===== config.mk =====
export PLATFORM = sky130hd
export DESIGN_NAME = aso_mix
export DESIGN_NICKNAME = d
export VERILOG_FILES = /design/src/rtl/alpha_sprite_overlay_unit_defines.svh /design/src/rtl/aso_mix.sv
export SDC_FILE = /design/constraint.sdc
export NUM_CORES = 1
export LEC_CHECK = 0
export ABC_CLOCK_PERIOD_IN_PS = 7100
export BUFFER_PORTS_ARGS = -buffer_cell sky130_fd_sc_hd__buf_2
export CORE_UTILIZATION = 60
export DETAILED_ROUTE_END_ITERATION = 12
export PLACE_DENSITY = 0.83
export RECOVER_POWER = 25
export SLEW_MARGIN = 25
export SYNTH_ARGS = -nofsm -noshare
export SYNTH_HDL_FRONTEND = slang
export SYNTH_SLANG_ARGS = --single-unit

===== constraint.sdc =====
create_clock -name clk -period 7.1 [get_ports clk]
set_input_delay 0.355 -clock clk [delete_from_list [all_inputs] [get_ports clk]]
set_output_delay 0.355 -clock clk [all_outputs]
set_load 0.02 [all_outputs]

===== src/rtl/alpha_sprite_overlay_unit_defines.svh =====
// Assertion macros shared by the sprite overlay RTL.
`ifndef ALPHA_SPRITE_OVERLAY_UNIT_DEFINES_SVH
`define ALPHA_SPRITE_OVERLAY_UNIT_DEFINES_SVH

`ifndef SYNTHESIS
// Check a property on every clock edge outside reset.
`define ASO_ASSERT(lbl, prop, msg) \
  lbl: assert property (@(posedge clk) disable iff (rst) prop) else $error(msg);
// Check a property on every clock edge, reset included.
`define ASO_ASSERT_ALWAYS(lbl, prop, msg) \
  lbl: assert property (@(posedge clk) prop) else $error(msg);
`else
`define ASO_ASSERT(lbl, prop, msg)
`define ASO_ASSERT_ALWAYS(lbl, prop, msg)
`endif

`endif


===== src/rtl/aso_mix.sv =====
// One colour channel of the blend: weighted sum, then exact divide by 255.
module aso_mix (
  input  logic       clk,
  input  logic       en_sum,
  input  logic       en_div,
  input  logic [7:0] bg,
  input  logic [7:0] fg,
  input  logic [7:0] a,
  output logic [7:0] res
);

  logic [15:0] sum;
  logic [15:0] sum_next;
  logic [15:0] quo;

  // bg*(255-a) + fg*a never exceeds 255*255
  assign sum_next = 16'({8'd0, bg} * {8'd0, ~a}) + 16'({8'd0, fg} * {8'd0, a});

  always_ff @(posedge clk) begin
    if (en_sum) begin
      sum <= sum_next;
    end
  end

  // floor(x/255) = (x + 1 + (x >> 8)) >> 8 over the whole 16-bit range used
  assign quo = sum + 16'd1 + {8'd0, sum[15:8]};

  always_ff @(posedge clk) begin
    if (en_div) begin
      res <= quo[15:8];
    end
  end

endmodule


==> results of run 1 <==
[how the worst max path moves through the flow]
stage / startpoint / endpoint / slack [ps] / depth (start not counted)
after floorplan: a[4] / sum[14] / 1750 / 16
after global placement: a[1] / sum[14] / 1510 / 20
after detailed placement: a[2] / sum[14] / 1450 / 17
after CTS: a[1] / sum[14] / 1730 / 16
after global routing: a[2] / sum[14] / 1490 / 17
final: a[2] / sum[14] / 1740 / 17
[report_power, final]
group | total (uW) | switching (uW) | internal (uW)
logic | 2340 | 1270 | 1070
clock network | 79.5 | 40.9 | 38.6
registers | 398 | 41.2 | 357
total | 2810 | 1350 | 1460
[through the flow]
stage,area [um^2],setup WS (ps),cells
after global routing,5730,1490,691
after floorplan,5420,1750,554
after global placement,5690,1510,687
after detailed placement,5690,1450,687
after CTS,5730,1730,691
final,5730,1740,691
[flip-flops by register name, indices dropped and copies added, names as in the netlist]
signal / cells
sum: 16
res: 8
[worst max-delay path: stages]
cell and delay (ps):
buf_2 290, nand2b_1 180, fa_1 450, fa_1 540
inv_1 50, fa_1 480, fa_1 530, fa_1 510
inv_1 50, fa_1 470, inv_1 40, ha_1 210
or3_2 480, o22a_2 260, a41o_1 250, a21oi_2 140
xnor2_1 70
[logic make-up (layout without fill, tap and decap cells)]
logic type	count (synthesis)	in the layout	synth area share
muxes	1	1	0.00208
other	1	1	0.000692
DFF	24	24	0.133
AOI/OAI and AO/OA	35	35	0.0457
and+or+nand+nor	157	157	0.165
buffers and inverters	149	178	0.103
adders and majority gates	165	165	0.514
xor gates and xnor gates	22	22	0.0356
[per-layer routing]
metal | GRT usage | part of all wire
met4 | 0.0448 | 0.014
met5 | 0 | 0
met3 | 0.0188 | 0.053
met1 | 0.311 | 0.39
met2 | 0.443 | 0.54
[placed cells by master, fill, tap and decap left out, drive strengths merged, types with 2 or more instances in the layout]
master,synthesis,routed
a21o,7,7
a21oi,10,10
and2,48,48
buf,1,32
clkbuf,8,5
edfxtp,24,24
fa,96,96
ha,69,69
inv,140,140
nand2,25,25
nand2b,24,24
nand3,4,4
nor2,8,8
nor2b,42,42
nor3,2,2
o21a,5,5
o21ai,3,3
xnor2,17,17
xor2,5,5
[final cells by class]
type | count | area (um^2) | area share
multi-input combinational | 381 | 4140 | 0.722
sequential | 24 | 721 | 0.126
inverter | 140 | 526 | 0.0917
timing repair buffer | 34 | 168 | 0.0293
tap | 108 | 135 | 0.0236
clock buffer | 3 | 41.3 | 0.00721
clock inverter | 1 | 3.75 | 0.000655
==> summary.md, run 1 <==
| Metric | Value |
|---|---|
| End of the worst register-to-register path | `res[7]` |
| Fin Setup TNS | `0 ps` |
| Leak | `0.00291 uW` |
| # port buffers | `34` |
| Synth top area share | `0.355` |
| Via count | `3695` |
| Max Clk Rate | `187 MHz` |
| Async set or reset register ratio after synthesis | `0` |
| Final GP Congestion | `0.858` |
| DP HPWL | `8820 um` |
| H-tree levels | `1` |
| Top cells by area, synth | `fa_1 35%, ha_1 16%, edfxtp_1 13%, inv_1 9.7%, and2_1 5.5%` |
| GR Overflow Total | `0` |
| CTS tree | `built` |
| Post-CTS Resized | `0` |
| Overall Global Routing Usage | `0.240` |
| First-pass GRT wire length | `18300 um` |
| Critical R2R Launch | `sum[13]` |
| Run status | `complete, no violations` |
| Pwr dens | `491 mW/mm^2` |
| First-pass DRT Iterations | `4` |
| Power Total | `2810 uW` |
| Residual DRC | `0` |
| Slew headroom | `0.409` |
| Total CTS buffers | `3` |
| Peak VDD IR | `0.471 mV` |
| Number of flops mapped to enable cells by yosys | `24` |
| Critical path endpoint category | `flip-flop` |
| Ys Warns | `0` |
| Count leader, synth | `inv_1` |
| Register bit total from synthesis | `24` |
| CORE AREA | `0.00872 mm^2` |
| Type of element launching the critical path | `input port` |
| Die W | `97.0 um` |
| Post-Syn Area | `0.00542 mm^2` |
| FF-to-FF path depth | `7` |
| Via-per-instance ratio | `5.35` |
| Initial antenna violation count | `0` |
| Vert. Die Dim | `97.0 um` |
| Fin. Hold Viols | `0` |
| Final net count | `776` |
| Wirelength per Cell | `15.1 um` |
| WHS | `528 ps` |
| TritonCTS Sinks | `24` |
| Max Cap Viol | `0` |
| Fillcell total | `683` |
| Worst path required time | `7120 ps` |
| Unique masters post-synth | `38` |
| P&R area growth vs syn | `5.77%` |
| Cell accounting for the most synthesized area | `fa_1` |
| DRT Wirelength | `10400 um` |
| Hold Path End | `res[6]` |
| Layout cells sized above 1 | `0.0703` |
| ANT cells | `0` |
| CTS root buffer | `clkbuf_8` |
| Post-Synthesis Cells | `554` |
| Hold Path Depth | `1` |
| Die Area | `0.00941 mm^2` |
| Top cells by instance count after synthesis | `140 x inv_1, 96 x fa_1, 69 x ha_1` |
| Number of global-route vias before repair | `4126` |
| Crit path max fanout | `16` |
| Setup violators final | `0` |
| CTS clock-pin slew for the worst setup and hold paths | `80 ps` |
| Minimum clock period | `5360 ps` |
| Fin crit share | `0.755` |
| RSZ-0062 raised after global routing | `no` |
| Post-CTS setup buffers | `0` |
| Internal reg-to-reg setup slack | `4790 ps` |
| Ports | `35` |
| DR iter-0 viols | `133` |
| Max Slew Vio Count | `0` |
| Post-synthesis sequential area ratio | `0.133` |
| Pin count of the biggest net entering global routing | `17` |
| Hold Startpoint | `en_div` |
| Starting Density | `0.621` |
| Clock Latency Late Sink | `260 ps` |
| Critical Path AT | `5380 ps` |
| Worst Max-Slew Pin Slew | `887 ps` |
| Final core utilization | `0.657` |
| Final antenna-violating net count | `0` |
| Longest Clk Path Bufs | `2` |
| Worst Skew | `2.43 ps` |
| Crit Path Class | `input port to flip-flop` |
| CTS hold repair buffers | `0` |
| # rows | `34` |
| Post-Syn Nets | `746` |
| Worst hold path type | `input port to flip-flop` |
| Dominant synthesized flop cell | `edfxtp_1` |
| Synth Area per Inst | `9.78 um^2` |
Power figures use the tool's default switching activity.
==> inputs of run 2 (changes only) <==
- ABC_CLOCK_PERIOD_IN_PS: 7100 -> 5500
- clock period: 7.1 -> 5.5 ns (I/O delays scaled with it)
==> summary.md, run 2 (synthesized netlist as in run 1, its figures left out) <==
| Metric | Value |
|---|---|
| Max Slew Vio Count | `0 (unchanged)` |
| Minimum clock period | `5280 ps` |
| Longest Clk Path Bufs | `2 (unchanged)` |
| Crit path max fanout | `16 (unchanged)` |
| Clock Latency Late Sink | `260 ps (about the same)` |
| End of the worst register-to-register path | `res[7]` |
| Number of global-route vias before repair | `3970 (-3.8%)` |
| Internal reg-to-reg setup slack | `3270 ps (-1520 ps)` |
| Most frequent cells in the layout | `140 x inv_1, 96 x fa_1, 69 x ha_1` |
| CTS hold repair buffers | `0 (unchanged)` |
| Leak | `0.00295 uW (+1.2%)` |
| Biggest regs | `sum x16, res x8` |
| Fin. Hold Viols | `0 (unchanged)` |
| Overall Global Routing Usage | `0.237 (-0.00298)` |
| Met2 routed WL | `5560 um (-0.80%)` |
| Layout cells sized above 1 | `0.0831 (+0.0127)` |
| Run status | `complete, no violations` |
| Hold Startpoint | `en_div` |
| Critical Path AT | `5300 ps (-80 ps)` |
| Post-CTS setup buffers | `0 (unchanged)` |
| Buf+Inv Stages, Crit Path | `6 (+2)` |
| Critical R2R Launch | `sum[13]` |
| ANT cells | `0 (unchanged)` |
| CP peak stage delay | `560 ps (+20 ps)` |
| First-pass GRT wire length | `17900 um (-2.1%)` |
| Register with the most flip-flops | `sum` |
| Residual DRC | `0 (unchanged)` |
| Wirelength per Cell | `14.7 um (-2.3%)` |
| Final GP Congestion | `0.894 (+4.2%)` |
| Hold Path Depth | `1 (unchanged)` |
| Via count | `3746 (+1.4%)` |
| Pin count of the biggest net entering global routing | `17 (unchanged)` |
| First-pass DRT Iterations | `4 (unchanged)` |
| Hold Path End | `res[0]` |
| Fin crit share | `0.960` |
| Final core utilization | `0.664 (+0.00646)` |
| CTS tree | `built` |
| Wl on met1 | `4080 um (-0.88%)` |
| # port buffers | `34 (unchanged)` |
| Final antenna-violating net count | `0 (unchanged)` |
| Vert. Die Dim | `97.0 um (unchanged)` |
| Place WS | `-66.7 ps (-1520 ps)` |
| CORE AREA | `0.00872 mm^2 (unchanged)` |
| Pwr dens | `632 mW/mm^2 (+29%)` |
| Post-CTS Resized | `0 (unchanged)` |
| DP HPWL | `8930 um (+1.2%)` |
| CTS clock-pin slew for the worst setup and hold paths | `80 ps (about the same)` |
| DR iter-0 viols | `162 (+22%)` |
| Fin Setup TNS | `0 ps (unchanged)` |
| Critical path endpoint category | `flip-flop` |
| Worst path required time | `5520 ps (-1600 ps)` |
| Max reg flops | `16 (unchanged)` |
| P&R area growth vs syn | `6.81%` |
| Uppermost layer routed | `met4` |
| Total CTS buffers | `3 (unchanged)` |
| Type of element launching the critical path | `input port` |
| TritonCTS Sinks | `24 (unchanged)` |
| Die W | `97.0 um (unchanged)` |
| Crit Path Class | `input port to flip-flop` |
| H-tree levels | `1 (unchanged)` |
| Commonest non-fill, non-tap cell in the layout | `inv_1` |
| Max Cap Viol | `0 (unchanged)` |
| GR Overflow Total | `0 (unchanged)` |
| Peak VDD IR | `0.583 mV (+24%)` |
| Worst Max-Slew Pin Slew | `857 ps (-29.9 ps)` |
| Starting Density | `0.621 (unchanged)` |
| Power Total | `3650 uW (+30%)` |
| # rows | `34 (unchanged)` |
| DRT Wirelength | `10300 um (-1.3%)` |
| FF-to-FF path depth | `7 (unchanged)` |
| Crit-path leading delay family | `adder cells` |
| Worst Skew | `3.78 ps (+1.35 ps)` |
| Slew headroom | `0.429 (+0.0199)` |
| Worst hold path type | `input port to flip-flop` |
| Final net count | `784 (+1.0%)` |
| Setup violators final | `0 (unchanged)` |
| CTS root buffer | `clkbuf_8` |
| Initial antenna violation count | `0 (unchanged)` |
| WL met3 | `489 um (-11%)` |
| Ports | `35 (unchanged)` |
| Via-per-instance ratio | `5.37 (+0.36%)` |
| Final WS setup | `220 ps (-1520 ps)` |
| RSZ-0062 raised after global routing | `no` |
| CP Cell Sequence | `buf_2 > nor2b_1 > fa_1 > inv_1 > fa_1 > inv_1 > fa_1 > fa_1 > fa_1 > inv_1 > fa_1 > inv_1 > ha_1 > a21oi_1 > nor2b_1 > o21a_1 > a221oi_1 > buf_4 > nor2b_1 > xnor2_1` |
| Critical-path top delay cell | `fa_1` |
| Crit-path most repeated cell | `fa_1` |
| Die Area | `0.00941 mm^2 (unchanged)` |
| Max Clk Rate | `189 MHz` |
## run 2: cell count changes in the layout (fill, tap and decap cells not counted), sizes merged
cell and delta:
buf +8, clkinv -1
## run 2: through the flow
stage               hold WS (ps)  area (um^2)  std cells
floorplan                    387         5420        554
global placement             602         5750        695
detailed placement           598         5750        695
CTS                          359         5790        698
global route                 470         5790        698
finish                       440         5790        698
## run 2: cell type report
cell class | instances | area, um^2
flip-flops and latches | 24 | 721
inverters | 140 | 526
repair buffers | 42 | 228
multi-input cells | 381 | 4140
well taps | 108 | 135
clock buffers | 3 | 41.3
fillers | 700 | 2930
## run 2: power breakdown
group          total (uW)  switching [uW]  leakage (uW)  internal, uW
logic                3040            1620       0.00269          1420
registers             513            52.6      0.000235           461
clock network         101            51.9     0.0000216          49.0
total                3650            1730       0.00295          1930
## run 2: how the worst max path moves through the flow
stage	from	to	slack (ps)	depth (start not counted)
2_1_floorplan	a[4]	sum[14]	230	16
3_3_place_gp	a[2]	sum[11]	50	19
3_5_place_dp	a[4]	sum[11]	-70	20
4_1_cts	a[4]	sum[11]	210	20
5_1_grt	a[4]	sum[11]	4	20
6_report	a[4]	sum[11]	220	20
## run 2: layer usage
metal / GRT usage / up-vias
met4: 0.0436 / 0
met2: 0.424 / 88
li1: - / 1740
met1: 0.314 / 1904
met3: 0.0253 / 14
met5: 0 / -
==> inputs of run 3 (changes only) <==
- CORE_ASPECT_RATIO: default -> 0.6
==> summary.md, run 3 (synthesized netlist as in run 1, its figures left out) <==
| Metric | Value |
|---|---|
| Met2 usage | `0.441 (+0.0172)` |
| Total CTS buffers | `3 (unchanged)` |
| CP peak stage delay | `530 ps (-30 ps)` |
| Fin. Hold Viols | `0 (unchanged)` |
| # rows | `26 (-24%)` |
| Pwr dens | `653 mW/mm^2 (+3.4%)` |
| Run status | `complete, no violations` |
| Ports | `35 (unchanged)` |
| Final GP Congestion | `0.883 (-1.1%)` |
| Starting Density | `0.628 (+0.00721)` |
| Internal reg-to-reg setup slack | `3240 ps (-30 ps)` |
| RSZ-0062 raised after global routing | `no` |
| Grt met3 use | `0.0379 (+0.0126)` |
| Clock Latency Late Sink | `260 ps (about the same)` |
| CP endpoint | `sum[14]` |
| Residual DRC | `0 (unchanged)` |
| Max Slew Vio Count | `0 (unchanged)` |
| Minimum clock period | `5290 ps (+7.25 ps)` |
| Critical-path top delay cell | `fa_1` |
| Fin crit share | `0.961 (+0.00132)` |
| Power Total | `3820 uW (+4.5%)` |
| Wirelength per Cell | `15.2 um (+3.4%)` |
| ANT cells | `0 (unchanged)` |
| Final net count | `786 (+0.26%)` |
| Post-CTS setup buffers | `0 (unchanged)` |
| Critical R2R Launch | `sum[14]` |
| Critical Path AT | `5300 ps (about the same)` |
| FF-to-FF path depth | `7 (unchanged)` |
| Register area | `721 um^2 (unchanged)` |
| DP HPWL | `9380 um (+5.1%)` |
| Net Sw Frac | `0.475 (+0.00222)` |
| DR iter-0 viols | `218 (+35%)` |
| CTS clock-pin slew for the worst setup and hold paths | `60 ps (-20 ps)` |
| Clock power frac | `0.042 (+0.014)` |
| TritonCTS Sinks | `24 (unchanged)` |
| P_sw | `1810 uW (+5.0%)` |
| Combinational share of power | `0.820 (-0.012)` |
| Peak VDD IR | `0.562 mV (-3.6%)` |
| End of the worst register-to-register path | `res[7]` |
| Max reg flops | `16 (unchanged)` |
| Overall Global Routing Usage | `0.258 (+0.0211)` |
| CORE AREA | `0.00862 mm^2 (-1.1%)` |
| Via count | `3753 (+0.19%)` |
| Most frequent cells in the layout | `140 x inv_1, 96 x fa_1, 69 x ha_1` |
| Die Area | `0.00943 mm^2 (+0.13%)` |
| GR Overflow Total | `0 (unchanged)` |
| H-tree levels | `1 (unchanged)` |
| Internal | `2010 uW (+4.1%)` |
| Setup violators final | `0 (unchanged)` |
| Final Instance Area | `0.00585 mm^2 (+1.0%)` |
| Fillcell total | `669 (-4.4%)` |
| Die W | `125 um (+28%)` |
| Type of element launching the critical path | `input port` |
| Layout cells sized above 1 | `0.0860 (+0.00295)` |
| Critical path endpoint category | `flip-flop` |
| Max Clk Rate | `189 MHz (-0.14%)` |
| Worst path required time | `5510 ps (about the same)` |
| Leak | `0.00298 uW (+0.92%)` |
| Longest Clk Path Bufs | `2 (unchanged)` |
| Slew headroom | `0.375 (-0.0538)` |
| Initial antenna violation count | `0 (unchanged)` |
| Multi-input logic area | `0.00414 mm^2 (unchanged)` |
| Sequential share of power | `0.138 (-0.002)` |
| Pin count of the biggest net entering global routing | `17 (unchanged)` |
| First-pass DRT Iterations | `4 (unchanged)` |
| CTS root buffer | `clkbuf_16` |
| Worst Setup SP | `a[2]` |
| Final antenna-violating net count | `0 (unchanged)` |
| DRT Wirelength | `10700 um (+4.4%)` |
| Worst Max-Slew Pin Slew | `938 ps (+80.7 ps)` |
| Number of global-route vias before repair | `3883 (-2.2%)` |
| Register with the most flip-flops | `sum` |
| First-pass GRT wire length | `18700 um (+4.3%)` |
| # port buffers | `34 (unchanged)` |
| Max Cap Viol | `0 (unchanged)` |
| Crit Path Class | `input port to flip-flop` |
| P&R area growth vs syn | `7.92%` |
| Met1 Use GR | `0.370 (+0.0554)` |
| Commonest non-fill, non-tap cell in the layout | `inv_1` |
| Vert. Die Dim | `75.6 um (-22%)` |
| CP Cell Sequence | `buf_2 > nand2b_1 > fa_1 > inv_1 > ha_1 > inv_1 > fa_1 > inv_1 > fa_1 > inv_1 > fa_1 > inv_1 > fa_1 > ha_1 > and2_1 > a221o_1 > o22a_2 > a41o_1 > a21oi_2 > xnor2_1` |
| CTS tree | `built` |
| Hold Path Depth | `1 (unchanged)` |
| GR peak layer | `met2` |
| Worst hold path type | `input port to flip-flop` |
| Crit path max fanout | `14 (-2)` |
| Fin Setup TNS | `0 ps (unchanged)` |
| Placed cell areas | `0.00577 mm^2 (+0.35%)` |
| Worst Skew | `3.23 ps (-0.547 ps)` |
| Via-per-instance ratio | `5.32 (-0.81%)` |
| Biggest regs | `sum x16, res x8` |
| Final core utilization | `0.678 (+0.0147)` |
-- run 3: cell count changes in the layout (fill, tap and decap cells not counted) --
cell,change
buf_2,-1
buf_4,+2
clkbuf_16,+3
clkbuf_4,+1
clkbuf_8,-3
clkinv_1,+1
-- run 3: power groups by stage --
stage | Sequential (uW) | Combinational [uW] | Clock [uW]
after floorplan | 534 | 2350 | 0
after global placement | 524 | 2900 | 0
after detailed placement | 525 | 3120 | 0
after CTS | 524 | 3140 | 162
after global routing | 534 | 3540 | 173
final | 527 | 3130 | 160
-- run 3: cell type report --
| type | count | area share |
|---|---|---|
| clock buffer | 3 | 0.0128 |
| inverter | 140 | 0.0899 |
| multi-input combinational | 381 | 0.707 |
| timing repair buffer | 44 | 0.0419 |
| clock inverter | 1 | 0.000642 |
| sequential | 24 | 0.123 |
| tap | 112 | 0.0240 |
-- run 3: metrics by stage --
step | std cells | setup WS [ps] | hold slack, ps
floorplan | 554 | 229 | 387
global placement | 701 | 89.3 | 606
detailed placement | 701 | -43.7 | 605
CTS | 705 | 222 | 367
global route | 705 | 0.753 | 486
finish | 705 | 212 | 473
-- run 3: critical path: cells and delay by family --
family | cells | cell delay, ps
AOI/OAI and AO/OA | 4 | 1050
xor gates and xnor gates | 1 | 70
adders and majority gates | 7 | 3050
buffers and inverters | 6 | 450
and+or+nand+nor | 2 | 390
-- run 3: what timing repair did --
action                                  CTS  global route
gates resized for setup                   0             1
hold buffers                              0             0
endpoints found under the setup margin    0             1
-- run 3: how the worst min path moves through the flow --
stage	start	endpoint	slack [ps]
after floorplan	en_div	res[0]	390
after global placement	sum[12]	res[4]	610
after detailed placement	sum[12]	res[4]	600
after CTS	en_div	res[5]	370
after global routing	fg[0]	sum[0]	490
final	en_div	res[6]	470
-- run 3: routing by layer --
metal,vias to the layer above,part of all wire
met2,100,0.46
met5,-,0
li1,1748,-
met1,1897,0.47
met4,0,0.0071
met3,8,0.060
