**src/rtl/alpha_sprite_overlay_unit_defines.svh**
```systemverilog
// Assertion macros shared by the sprite overlay RTL.
`ifndef ALPHA_SPRITE_OVERLAY_UNIT_DEFINES_SVH
`define ALPHA_SPRITE_OVERLAY_UNIT_DEFINES_SVH

`ifndef SYNTHESIS
// Check a property on every clock edge outside reset.
`define ASO_ASSERT(lbl, prop, msg) \
  lbl: assert property (@(posedge clk) disable iff (rst) prop) else $error(msg);
// Check a property on every clock edge, reset included.
`define ASO_ASSERT_ALWAYS(lbl, prop, msg) \
  lbl: assert property (@(posedge clk) prop) else $error(msg);
`else
`define ASO_ASSERT(lbl, prop, msg)
`define ASO_ASSERT_ALWAYS(lbl, prop, msg)
`endif

`endif

```
**src/rtl/aso_pkg.sv**
```systemverilog
// Types and constants for the sprite overlay unit.
package aso_pkg;

  localparam logic OP_LOAD  = 1'b0;
  localparam logic OP_BLEND = 1'b1;

  localparam int CFG_AW = 4;
  localparam int CFG_DW = 32;

  typedef enum logic [1:0] {
    REG_LEFT   = 2'd0,
    REG_TOP    = 2'd1,
    REG_WIDTH  = 2'd2,
    REG_HEIGHT = 2'd3
  } reg_idx_t;

  typedef struct packed {
    logic        op;
    logic [11:0] col;
    logic [11:0] row;
    logic [7:0]  ch0;
    logic [7:0]  ch1;
    logic [7:0]  ch2;
    logic [7:0]  alpha;
  } in_t;

  typedef struct packed {
    logic [11:0] out_col;
    logic [11:0] out_row;
    logic [7:0]  out_ch0;
    logic [7:0]  out_ch1;
    logic [7:0]  out_ch2;
  } out_t;

  // Stored texel word: alpha in the top byte, ch0 in the bottom byte.
  typedef struct packed {
    logic [7:0] alpha;
    logic [7:0] ch2;
    logic [7:0] ch1;
    logic [7:0] ch0;
  } texel_t;

  typedef struct packed {
    logic signed [12:0] left;
    logic signed [12:0] top;
    logic [7:0]         width;
    logic [7:0]         height;
  } cfg_t;

endpackage

```
**src/rtl/aso_cfg_regs.sv**
```systemverilog
// APB register file holding the sprite window placement and size.
module aso_cfg_regs (
  input  logic                        clk,
  input  logic                        rst,
  input  logic                        psel,
  input  logic                        penable,
  input  logic                        pwrite,
  input  logic [aso_pkg::CFG_AW-1:0]  paddr,
  input  logic [aso_pkg::CFG_DW-1:0]  pwdata,
  output logic [aso_pkg::CFG_DW-1:0]  prdata,
  output logic                        pready,
  output aso_pkg::cfg_t               cfg
);

  aso_pkg::reg_idx_t idx;
  logic              wr;

  assign pready = 1'b1;
  assign idx    = aso_pkg::reg_idx_t'(paddr[3:2]);
  assign wr     = psel && penable && pwrite;

  // Write the addressed register in the access phase
  always_ff @(posedge clk) begin
    if (rst) begin
      cfg <= '0;
    end else if (wr) begin
      case (idx)
        aso_pkg::REG_LEFT:   cfg.left   <= pwdata[12:0];
        aso_pkg::REG_TOP:    cfg.top    <= pwdata[12:0];
        aso_pkg::REG_WIDTH:  cfg.width  <= pwdata[7:0];
        aso_pkg::REG_HEIGHT: cfg.height <= pwdata[7:0];
        default: ;
      endcase
    end
  end

  // Read back, sign-extending the offsets
  always_comb begin
    case (idx)
      aso_pkg::REG_LEFT:   prdata = {{19{cfg.left[12]}}, cfg.left};
      aso_pkg::REG_TOP:    prdata = {{19{cfg.top[12]}}, cfg.top};
      aso_pkg::REG_WIDTH:  prdata = {24'd0, cfg.width};
      aso_pkg::REG_HEIGHT: prdata = {24'd0, cfg.height};
      default:             prdata = '0;
    endcase
  end

endmodule

```
**config.mk**
```make
export PLATFORM = sky130hd
export DESIGN_NAME = aso_cfg_regs
export DESIGN_NICKNAME = d
export VERILOG_FILES = /design/src/rtl/alpha_sprite_overlay_unit_defines.svh /design/src/rtl/aso_pkg.sv /design/src/rtl/aso_cfg_regs.sv
export SDC_FILE = /design/constraint.sdc
export NUM_CORES = 1
export LEC_CHECK = 0
export BUFFER_PORTS_ARGS = -buffer_cell sky130_fd_sc_hd__buf_4
export CAP_MARGIN = 20
export CORE_MARGIN = 1.5
export CORE_UTILIZATION = 48
export CTS_CLUSTER_SIZE = 14
export DETAILED_ROUTE_END_ITERATION = 10
export PLACE_DENSITY = 0.85
export SKIP_CTS_REPAIR_TIMING = 1
export SKIP_LAST_GASP = 1
export SYNTH_ARGS = -nofsm -noshare
export SYNTH_HDL_FRONTEND = slang
export SYNTH_SLANG_ARGS = --single-unit
```
**constraint.sdc**
```tcl
create_clock -name clk -period 3.8 [get_ports clk]
set_input_delay 0.57 -clock clk [delete_from_list [all_inputs] [get_ports clk]]
set_output_delay 0.57 -clock clk [all_outputs]
set_load 0.02 [all_outputs]
```
==> results of run 1 <==
==> where the power goes <==
part	switching (uW)	internal, uW	total (uW)
sequential	4.45	445	450
combinational	47.1	46.5	93.6
clock	156	196	352
total	208	688	896
==> logic make-up after synthesis <==
| group | share of synthesized area [%] |
|---|---|
| and+or+nand+nor | 19.8 |
| DFF | 38.9 |
| buffers and inverters | 10.3 |
| muxes | 30.8 |
| other | 0.174 |
==> routing by layer <==
layer,up-vias,GRT usage [%]
met5,-,0
met4,0,6.41
met3,6,5.48
met2,56,32.5
met1,771,24.7
li1,790,-
==> cells in the mapped netlist <==
cell                       instances  area (sq um)
sky130_fd_sc_hd__nand2b_1         55           344
sky130_fd_sc_hd__mux2i_1          47           470
sky130_fd_sc_hd__dfxtp_1          42           841
sky130_fd_sc_hd__buf_4            21           158
sky130_fd_sc_hd__clkbuf_1          6          22.5
sky130_fd_sc_hd__nor2_1            5          18.8
sky130_fd_sc_hd__buf_2             4          20.0
sky130_fd_sc_hd__mux4_1            4           105
sky130_fd_sc_hd__mux4_2            4          90.1
sky130_fd_sc_hd__buf_6             2          22.5
sky130_fd_sc_hd__nand3b_1          2          15.0
sky130_fd_sc_hd__and3_1            1          6.26
sky130_fd_sc_hd__conb_1            1          3.75
sky130_fd_sc_hd__nand3_1           1          5.00
sky130_fd_sc_hd__nand3_2           1          10.0
sky130_fd_sc_hd__nor3_1            1          5.00
sky130_fd_sc_hd__nor3b_2           1          12.5
sky130_fd_sc_hd__or3_4             1          11.3
==> cell type report <==
class	instances	area [sq um]
fill	358	1530
multi-input combinational	124	1100
sequential	42	841
timing repair buffer	95	713
clock buffer	6	72.6
tap	52	65.1
clock inverter	2	37.5
==> worst max path at each step <==
stage	start	end	slack (ns)
finish	paddr[3]	prdata[4]	1.59
global route	paddr[3]	prdata[4]	1.55
CTS	paddr[2]	prdata[24]	1.15
detailed placement	paddr[2]	prdata[24]	1.15
global placement	paddr[2]	prdata[14]	1.25
floorplan	paddr[2]	prdata[13]	0.98
==> per-stage QoR <==
| stage | power, uW | hold slack, ns | setup slack, ns | instances |
|---|---|---|---|---|
| after floorplan | 521 | 0.554 | 0.977 | 199 |
| after global placement | 553 | 0.474 | 1.25 | 312 |
| after detailed placement | 554 | 0.487 | 1.15 | 312 |
| after CTS | 902 | 0.499 | 1.15 | 320 |
| after global routing | 933 | 0.515 | 1.55 | 321 |
| final | 896 | 0.490 | 1.59 | 321 |
==> worst min-delay path: stages (launching register included) <==
cell and delay (ns):
sky130_fd_sc_hd__dfxtp_1 0.33, sky130_fd_sc_hd__nand2b_1 0.06, sky130_fd_sc_hd__mux2i_1 0.06
==> impl.org, run 1 <==
** Run status
- The flow ran to the end, and the final reports show no timing, DRC or antenna violations.

** Placed design
- Summing all placed instances gives a cell area of 0.00271 sq mm.
- The congestion estimate from routability-driven global placement came to 0.701.
- HPWL after detailed placement :: 3230 um
- Buffers placed on the I/O ports in this run total 93.

** Floorplanning
- Pin placement for this block handled 116 I/O pins.
- # rows :: 24
- Initial core utilization :: 49.6%
- The die covers 0.00491 sq mm.
- Placeable core region :: 0.00435 sq mm
- Overall die width :: 70.1 um
- Chip height :: 70.1 um

** Power and ir drop
- PD cells :: 317 mW/mm^2
- Maximum VDD drop :: 0.233 mV
- Leakage power summed over all cells :: 0.00143 uW

** Clocking
- Total clock buffers created by CTS :: 5
- Clock transition at the register clock pins on the worst setup and hold paths after CTS :: 0.08 ns
- The later pin in the worst-skew pair is clocked with a latency of 0.30 ns.
- The clock drives 42 sinks.
- The H-tree was split into 2 levels.
- CTS Root Cell :: sky130_fd_sc_hd__clkbuf_8
- No sink is reached through more buffers than the 2 on the longest clock path.
- TritonCTS built the clock tree.

** Critical path
- Buffers and inverters on the worst path :: 2
- STA puts the critical path data arrival time at 1.64 ns.
- Worst reg2reg endpoint :: cfg[13]
- STA classifies the critical path endpoint as a primary output.
- FF-to-FF setup slack :: 3.16 ns
- Launch point of the worst reg-to-reg path :: cfg[13]
- Max Fanout on Critical Path :: 19
- For the worst setup path, the data required time is 3.23 ns.
- STA classifies the critical path startpoint as a primary input.
- The signal on the critical path passes through buf_4, mux4_1, buf_4.
- Critical Path Slowest Stage Cell :: sky130_fd_sc_hd__mux4_1
- The number of cells on the worst reg-to-reg path is 2.
- The kind of cell with the highest combined delay along the critical path is multiplexers.
- Crit path depth :: 3
- Cell repeated most along the worst path :: sky130_fd_sc_hd__buf_4
- On the worst path, the slowest cell contributes a delay of 0.61 ns.
- WS Path Type :: primary input to primary output

** Drt
- Wirelength per Cell :: 14.7 um
- Once detail routing completed, the nets flagged for antenna violations numbered 0.
- Routed metal-1 wire length :: 2080 um
- Met3 routed WL :: 282 um
- Uppermost routed layer :: met4
- Routed wl met2 :: 2300 um
- Post-detailed-routing wire length :: 4720 um
- Drt pass-1 iters :: 4
- Remaining design rule violation count :: 0
- The detailed router finished its first iteration with 71 violations.
- For this block, the via count after detailed routing is 1623.
- Dividing the detail-routed via count by the number of cells gives 5.06.

** Global route
- Via count of the first global-routing pass :: 1530
- The number of antenna violations at the first check in global routing is 0.
- Aggregate global-route resource usage :: 19.6%
- Maximum number of pins on one net before global-route repair :: 56
- For this run the aggregate overflow at the end of global routing stands at 0.
- The first global-routing pass estimated 7560 um of wire.

** STA
- Final period util :: 58.1%
- Setup violations remaining at the end of the flow were counted as 0.
- The number of failing hold endpoints at the final stage is 0.
- In the final timing run, aggregate negative setup slack is 0 ns.
- Timing would allow up to 453 MHz.
- Final Skew :: 0 ns
- The count of pins over their slew limit is 0.
- Measured against its own limit, the worst slew margin works out to 56.1%.
- Final min period :: 2.21 ns
- Unrepaired setup endpoints after global routing :: no
- For the pin with the worst max-slew slack, the measured transition is 0.656 ns.

** Final layout
- Most common library cell in the layout ignoring fill and taps :: sky130_fd_sc_hd__buf_4
- At the end of the flow, the number of nets in the layout was 309.
- At the end of the flow the core is filled with cells to 64.9%.
- Once layout is done, the placed cells without fillers occupy 0.00283 sq mm.
- Leaving out fill and tap cells, the most frequent cells in the layout are sky130_fd_sc_hd__buf_4 (95), sky130_fd_sc_hd__nand2b_1 (55), sky130_fd_sc_hd__mux2i_1 (47).
- Register with the highest flop count :: cfg
- The largest registers in the layout are cfg (42).
- Antenna cells :: 0
- Flip-flop count of the largest register, all copies and words added :: 42
- Synth-to-layout area growth :: 30.8%
- Layout cell share with drive strength beyond 1 :: 40.5%

** Run
- Across the run, the number of max-cap violations was 0.

** Hold path
- Class of the tightest hold or removal check :: flip-flop to flip-flop
- Number of cells on the worst hold path :: 2
- The path with the worst hold slack has its endpoint at cfg[39].
- Start point of the worst hold path :: cfg[39]

** Synthesis
- The number of nets handed over by synthesis was 240.
- After synthesis, flip-flops and latches occupy 38.9% of the total area.
- Yosys synthesis warning count :: 0
- Distinct cells, synth :: 18
- Flops & latches, synth :: 42
- Synthesis produced a netlist whose cell count is 199.
- The cell area that synthesis handed to floorplanning was 0.00216 sq mm.
- A synthesized cell averages 10.9 sq um.
No activity file was read; power rests on OpenSTA's default activity.
==> run 2, diff against run 1 <==
--- a/config.mk
+++ b/config.mk
@@ -5,13 +5,14 @@
 export SDC_FILE = /design/constraint.sdc
 export NUM_CORES = 1
 export LEC_CHECK = 0
+export ABC_AREA = 1
 export BUFFER_PORTS_ARGS = -buffer_cell sky130_fd_sc_hd__buf_4
 export CAP_MARGIN = 20
 export CORE_MARGIN = 1.5
-export CORE_UTILIZATION = 48
+export CORE_UTILIZATION = 45
 export CTS_CLUSTER_SIZE = 14
 export DETAILED_ROUTE_END_ITERATION = 10
-export PLACE_DENSITY = 0.85
+export PLACE_DENSITY = 0.8
 export SKIP_CTS_REPAIR_TIMING = 1
 export SKIP_LAST_GASP = 1
 export SYNTH_ARGS = -nofsm -noshare
==> constraint.sdc (replaced) <==
create_clock -name clk -period 2.2 [get_ports clk]
set_input_delay 0.33 -clock clk [delete_from_list [all_inputs] [get_ports clk]]
set_output_delay 0.33 -clock clk [all_outputs]
set_load 0.02 [all_outputs]
==> run 2 against run 1 <==
Net effect:
- worst hold slack lost 0.12 ns
- register-to-register slack worse by 1.6 ns
- clock skew did not move
- final cell count is 39% higher
- largest cell class unchanged
- highest routed layer unchanged
==> impl.org, run 2 <==
** Run status
- The flow ran to the end, and the final reports show no timing, DRC or antenna violations.

** Synthesis
- Mean post-synth cell area :: 6.71 sq um
- Share of synthesized area occupied by flip-flops and latches :: 38.7%
- Post-synthesis cell area :: 0.00217 sq mm
- Mapped Nets :: 365
- Most area-consuming cells after synthesis :: sky130_fd_sc_hd__dfxtp_1 (39%), sky130_fd_sc_hd__nor2_1 (14%), sky130_fd_sc_hd__nand2_1 (13%), sky130_fd_sc_hd__nand3_1 (9.7%), sky130_fd_sc_hd__buf_4 (8.6%)
- Commonest cells in the synthesized netlist :: sky130_fd_sc_hd__nor2_1 (83), sky130_fd_sc_hd__nand2_1 (78), sky130_fd_sc_hd__dfxtp_1 (42), sky130_fd_sc_hd__nand3_1 (42), sky130_fd_sc_hd__buf_4 (25)
- Distinct cells, synth :: 19
- By instance count, the leading cell after synthesis is sky130_fd_sc_hd__nor2_1.
- sky130_fd_sc_hd__dfxtp_1 takes more of the synthesized area than any other cell.
- Number of synthesized flops with an enable pin :: 0
- For this run, the number of Yosys warnings is 0.
- The most used flip-flop cell after synthesis is sky130_fd_sc_hd__dfxtp_1.
- Counting flops with an async set or reset pin after synthesis yields a share of 0%.
- Flops & latches, synth :: 42
- Synthesis produced a netlist whose cell count is 324.
- The top cell type by area accounts for 38.7% of the synthesized area.

** Clocking
- Total clock buffers created by CTS :: 5
- CTS tree :: done
- The H-tree was split into 2 levels.
- Clock transition at the register clock pins on the worst setup and hold paths after CTS :: 0.08 ns
- The tree is rooted in a sky130_fd_sc_hd__clkbuf_8.
- Number of buffers between clock root and the deepest sink :: 2
- The tree built by TritonCTS fans out to 42 sinks.
- Clock latency on the worst-skew pair :: 0.30 ns

** Floorplanning
- 116 I/O pins were placed.
- Placeable core region :: 0.00469 sq mm
- The floorplan has 25 rows.
- Initial core utilization :: 46.3%
- Chip height :: 72.5 um
- Die area :: 0.00526 sq mm
- Overall die width :: 72.5 um

** Power and ir drop
- Across the VDD grid, the largest voltage drop is 0.250 mV.
- The clock network accounts for 41.6% of the total power.
- PD cells :: 616 mW/mm^2
- In this run the static leakage power is 0.00140 uW.
- Internal power contribution :: 1330 uW
- Logic gate share of total power :: 13.7%
- Net switching power :: 442 uW
- Proportion of power drawn by flip-flops and latches :: 44.7%
- Switching power as a share of total power :: 25.0%

** Drt
- After detailed routing, no signal wire sits above met4.
- The routed design uses 2830 um of met2 wire.
- Detailed-route via count :: 2251
- Remaining design rule violation count :: 0
- In this run, the number of DRC markers left after iteration 0 of detailed routing was 184.
- Once detail routing completed, the nets flagged for antenna violations numbered 0.
- Wirelength per Cell :: 12.5 um
- Ratio of routed vias to standard cells :: 5.04
- Drt pass-1 iters :: 4
- For this block, the routed nets add up to 5600 um of wire.
- The detailed router put a total of 2330 um of wire on met1.
- Met3 routed WL :: 387 um

** Critical path
- Worst Reg2Reg Path Length in Cells :: 2
- STA classifies the critical path endpoint as a primary output.
- Tracing the worst setup path back leads to its startpoint at cfg[41].
- Buffers and inverters on the worst path :: 1
- On the critical path the largest part of the delay comes from compound AO/OA/AOI/OAI gates.
- In this run the critical register-to-register path is launched from cfg[11].
- The largest single stage delay on the critical path is 0.54 ns.
- STA classifies the critical path startpoint as a flip-flop.
- In this run the worst path has a maximum fanout of 20.
- Required time of the critical path :: 1.87 ns
- Worst setup path end :: prdata[28]
- Traced cell by cell, the critical path runs through a22o_1, buf_4.
- Arrival time reported for the critical path endpoint :: 1.46 ns
- The endpoint identified for the worst register-to-register timing path is cfg[11].
- Critical Path Slowest Stage Cell :: sky130_fd_sc_hd__a22o_1
- Crit path depth :: 2
- FF-to-FF setup slack :: 1.56 ns
- The critical path is of the flip-flop to primary output type.

** STA
- For the final database, setup skew stands at 0 ns.
- Adding up every negative setup slack in the final design gives 0 ns.
- Unrepaired setup endpoints after global routing :: no
- Setup violations remaining at the end of the flow were counted as 0.
- Maximum operating frequency :: 560 MHz
- Relative slew margins :: 56.1%
- Final period util :: 81.2%
- Final min period :: 1.79 ns
- The number of failing hold endpoints at the final stage is 0.
- At the pin with the least slew margin, the transition time is 0.659 ns.
- The count of pins over their slew limit was 0.
- Setup slack on the critical path of the routed design comes to 0.414 ns.

** Global route
- Aggregate global-route resource usage :: 22.3%
- Via count of the first global-routing pass :: 1948
- The first global-routing pass estimated 9270 um of wire.
- Maximum number of pins on one net before global-route repair :: 43
- Antenna violations before repair :: 0
- After global routing the overflow that remains totals 0.

** Final layout
- Commonest non-fill, non-tap cells in the layout :: sky130_fd_sc_hd__buf_4 (96), sky130_fd_sc_hd__nor2_1 (83), sky130_fd_sc_hd__nand2_1 (78)
- Most common library cell in the layout ignoring fill and taps :: sky130_fd_sc_hd__buf_4
- Layout cell share with drive strength beyond 1 :: 30.3%
- Flip-flop count of the largest register, all copies and words added :: 42
- Ranked by flip-flop count, first place goes to cfg.
- For this run, the post-layout net count is 433.
- Synth-to-layout area growth :: 31.9%
- Antenna cells :: 0
- In the final layout, the registers with the most flip-flops are cfg (42).

** Placed design
- At the end of routability-driven placement, the weighted congestion stood at 0.808.
- Detailed placement finished with a half-perimeter wire length of 3810 um.
- Placement Setup Slack :: 0.474 ns
- Port Buffer Count :: 93

** Run
- Max-cap violations in this run came to 0.

** Hold path
- Class of the tightest hold or removal check :: primary input to flip-flop
run 2: changes by cell type after synthesis, moves of 5 or more:
cell                       before  now
sky130_fd_sc_hd__clkbuf_1       6    1
sky130_fd_sc_hd__nand4_1        0    8
sky130_fd_sc_hd__inv_1          0   14
sky130_fd_sc_hd__a22o_1         0    5
sky130_fd_sc_hd__nand3_1        1   42
sky130_fd_sc_hd__nor2_1         5   83
sky130_fd_sc_hd__nand2b_1      55    0
sky130_fd_sc_hd__nor2_2         0    6
sky130_fd_sc_hd__nand2_1        0   78
sky130_fd_sc_hd__mux2i_1       47    0
run 2: worst min-delay path by stage:
stage / startpoint / end / slack [ns] / depth (start not counted)
2_1_floorplan: rst / cfg[30] / 0.55 / 3
3_3_place_gp: cfg[28] / cfg[28] / 0.49 / 2
3_5_place_dp: cfg[37] / cfg[37] / 0.49 / 2
4_1_cts: pwdata[12] / cfg[28] / 0.36 / 5
5_1_grt: pwdata[12] / cfg[28] / 0.39 / 5
6_report: pwdata[12] / cfg[28] / 0.37 / 5
run 2: logic make-up after synthesis:
group | count (synthesis) | synth area share, %
AOI/OAI and AO/OA | 5 | 2.01
buffers and inverters | 54 | 15.0
DFF | 42 | 38.7
other | 1 | 0.172
and+or+nand+nor | 222 | 44.1
run 2: power groups by stage:
stage | clock network, uW | logic (uW) | registers (uW)
2_1_floorplan | 0 | 136 | 826
3_3_place_gp | 0 | 235 | 807
3_5_place_dp | 0 | 243 | 808
4_1_cts | 744 | 243 | 790
5_1_grt | 773 | 267 | 793
6_report | 735 | 243 | 790
run 2: through the flow:
| stage | hold slack (ns) | utilization [%] | instance area [sq um] | total power (uW) | cells |
|---|---|---|---|---|---|
| finish | 0.368 | 61.1 | 2870 | 1770 | 447 |
| global route | 0.391 | 61.1 | 2870 | 1830 | 447 |
| CTS | 0.363 | 61.1 | 2870 | 1780 | 447 |
| detailed placement | 0.493 | 58.2 | 2730 | 1050 | 439 |
| global placement | 0.489 | 57.6 | 2700 | 1040 | 438 |
| floorplan | 0.546 | - | 2170 | 962 | 324 |
run 2: tightest hold or removal path, cell delays in order:
cell and delay, ns:
sky130_fd_sc_hd__buf_4 0.08, sky130_fd_sc_hd__inv_1 0.04, sky130_fd_sc_hd__nand3_1 0.07, sky130_fd_sc_hd__nand2_1 0.05, sky130_fd_sc_hd__nor2_1 0.07
run 2: area by class of cell:
cell class | count | area, sq um
multi-input cells | 228 | 1010
well taps | 54 | 67.6
clock buffers | 5 | 68.8
repair buffers | 97 | 748
inverters | 18 | 67.6
clock inverters | 3 | 68.8
fillers | 461 | 1820
flip-flops and latches | 42 | 841
run 2: per-layer routing:
metal,track usage (%),vias up
li1,-,1125
met1,29.1,1034
met2,38.4,86
met3,3.89,6
met4,5.87,0
met5,0,-
==> run 3, diff against run 2 <==
==> constraint.sdc (replaced) <==
create_clock -name clk -period 1.75 [get_ports clk]
set_input_delay 0.2625 -clock clk [delete_from_list [all_inputs] [get_ports clk]]
set_output_delay 0.2625 -clock clk [all_outputs]
set_load 0.02 [all_outputs]
==> run 3 against run 2 <==
Net effect:
- largest cell class unchanged
- final area down 0.65%
- clock skew unchanged
- highest routed layer unchanged
- global-route usage down 0.85 points
- sequential power up 26%
- worst setup slack worse by 0.12 ns
- largest power group unchanged
- critical endpoint unchanged
- register-to-register slack worse by 0.43 ns
- sequential share of layout area up 0.19 points
- via count down 1.3%
- final cell count up 1.6%
==> impl.org, run 3 (same netlist as run 2, synthesis figures left out) <==
** Final layout
- Across the whole layout, storage elements account for 841 sq um.
- Cells fill 60.7% of the core in the end.
- The register with the most flip-flops in the layout has 42 of them.
- Fill cell total of the finished layout :: 466
- Commonest non-fill, non-tap cells in the layout :: sky130_fd_sc_hd__buf_4 (104), sky130_fd_sc_hd__nor2_1 (83), sky130_fd_sc_hd__nand2_1 (78)
- Cells with a size suffix above 1 make up 31.3% of the layout.
- Register with the highest flop count :: cfg
- The final layout contains 440 nets.
- Leaving out fill and tap cells, the most frequent cell in the layout is sky130_fd_sc_hd__buf_4.
- Design area :: 0.00285 sq mm
- Antenna cells :: 0
- Non-filler cells in the finished layout :: 454
- Multi-input combinational cell area :: 0.00101 sq mm
- Synth-to-layout area growth :: 31.1%
- Top flop regs :: cfg (42)

** Drt
- Met3 routed WL :: 388 um
- Routed wl met2 :: 2670 um
- Routed metal-1 wire length :: 2380 um
- After the first detailed-routing iteration, the DRC count stood at 137.
- For this run, the detailed router's first-pass iteration total came to 4.
- Uppermost routed layer :: met4
- Post-detailed-routing wire length :: 5460 um
- In the routed design, unresolved DRC markers number 0.
- Ratio of routed vias to standard cells :: 4.89
- Number of routed nets with antenna violations :: 0
- Wirelength per Cell :: 12.0 um
- The final route contains 2221 vias.

** STA
- Final min period :: 1.46 ns
- The number of failing hold endpoints at the final stage is 0.
- Unrepaired setup endpoints after global routing :: no
- Accumulated negative setup slack :: 0 ns
- Total count of max-transition violations in the final report :: 0
- Setup violations remaining at the end of the flow were counted as 0.
- Final hold analysis gives a worst-case slack of 0.306 ns.
- The worst path uses 83.4% of the clock period.
- On the final layout, the worst clock skew is 0 ns.
- Timing would allow up to 685 MHz.

** Global route
- The first global-routing pass estimated 8790 um of wire.
- Via count of the first global-routing pass :: 1918
- Gr ovfl total :: 0
- Maximum number of pins on one net before global-route repair :: 43
- The number of antenna violations at the first check in global routing was 0.
- Aggregate global-route resource usage :: 21.5%

** Run
- Max-cap violations in this run came to 0.

** Critical path
- At the worst endpoint, the required time is 1.49 ns.
- In this run the number of cells on the critical path is 3.
- In this run the worst path has a maximum fanout of 20.
- Cell repeated most along the worst path :: sky130_fd_sc_hd__buf_4
- STA classifies the critical path endpoint as a primary output.
- The worst setup path is launched from a flip-flop.
- Kind of cell adding the most delay to the critical path :: buffers and inverters
- In this design, the stage delay of the slowest critical-path cell is 0.32 ns.
- WS Path Type :: flip-flop to primary output
- Critical Path Slowest Stage Cell :: sky130_fd_sc_hd__dfxtp_1
- The critical path contains buffers and inverters numbering 2 combined.
- The critical path goes through a22o_1, buf_4, buf_4.
- Worst setup path startpoint :: cfg[41]
- The worst register-to-register path has a depth of 2.
- Arrival time reported for the critical path endpoint :: 1.20 ns
- Launch point of the worst reg-to-reg path :: cfg[31]

** Clocking
- TritonCTS built the clock tree.
- After clock tree synthesis, the clock-pin slew on the worst setup and hold paths is 0.07 ns.
- In this run, CTS created clock tree buffers numbering 5.
- CTS Root Cell :: sky130_fd_sc_hd__clkbuf_8
- H-tree depth :: 2
- Number of buffers between clock root and the deepest sink :: 2
- Clock latency on the worst-skew pair, taken at its later pin, is 0.30 ns.
- CTS saw 42 sinks.

** Placed design
- Final estimated routing congestion in global placement :: 0.802
- After legalization and detailed placement, the total HPWL measured 3920 um.
- Number of cells after detailed placement :: 446
- Port Buffer Count :: 93
- In this run the cell area measured after placement is 0.00276 sq mm.

** Floorplanning
- Die area :: 0.00526 sq mm
- For this design the top-level I/O count stands at 116.
- For this configuration, the core starts out at a cell density of 46.3%.
- Overall die width :: 72.5 um
- Chip height :: 72.5 um
- Placeable core region :: 0.00469 sq mm
- # rows :: 25

** Power and ir drop
- For this design the static power due to leakage is 0.00140 uW.
- PD cells :: 674 mW/mm^2
- Maximum VDD drop :: 0.386 mV

** Hold path
- In this run the worst hold path is classified as primary input to flip-flop.
- Counting instances, the worst hold path has a depth of 5.
- The worst hold path begins at pwdata[12].

** Run status
- The run finished with clean final reports.
==> run 3: cell types whose count changed in the layout (fill, tap and decap cells not counted) <==
cell                        before  now
sky130_fd_sc_hd__buf_16          1    0
sky130_fd_sc_hd__buf_4          96  104
sky130_fd_sc_hd__bufinv_16       2    0
sky130_fd_sc_hd__clkbuf_1        0    1
sky130_fd_sc_hd__clkinv_2        0    1
==> run 3: final timing paths <==
kind / to / slack [ns]
hold / removal: cfg[41] / 0.31
setup / recovery: prdata[28] / 0.29
hold reg to reg: cfg[41] / 0.50
setup reg to reg: cfg[31] / 1.13
==> run 3: stage by stage <==
step,power [uW],setup slack (ns)
finish,1920,0.290
global route,2000,0.222
CTS,1940,0.274
detailed placement,1320,0.287
global placement,1320,0.349
floorplan,1210,0.0137
==> run 3: cell type report <==
cell class / count / share of cell area, %
flip-flops and latches: 42 / 29.5
clock inverters: 2 / 0.483
well taps: 54 / 2.37
clock buffers: 6 / 2.55
repair buffers: 104 / 27.4
inverters: 18 / 2.37
multi-input cells: 228 / 35.3
==> run 3: layer usage <==
| layer | up-vias | GRT usage, % |
|---|---|---|
| li1 | 1140 | - |
| met1 | 994 | 27.4 |
| met2 | 83 | 36.4 |
| met3 | 4 | 5.00 |
| met4 | 0 | 6.08 |
| met5 | - | 0 |
==> run 3: where the power goes <==
group          total [uW]  switching, uW  leakage, uW  internal (uW)
Sequential            993           16.7     0.000340            976
Combinational         306            186      0.00102            121
Clock                 621            339    0.0000452            282
==> run 3: tightest hold or removal path: cells and delay by family <==
| kind | cells | cell delay [ns] |
|---|---|---|
| buffers and inverters | 2 | 0.12 |
| and+or+nand+nor | 3 | 0.19 |
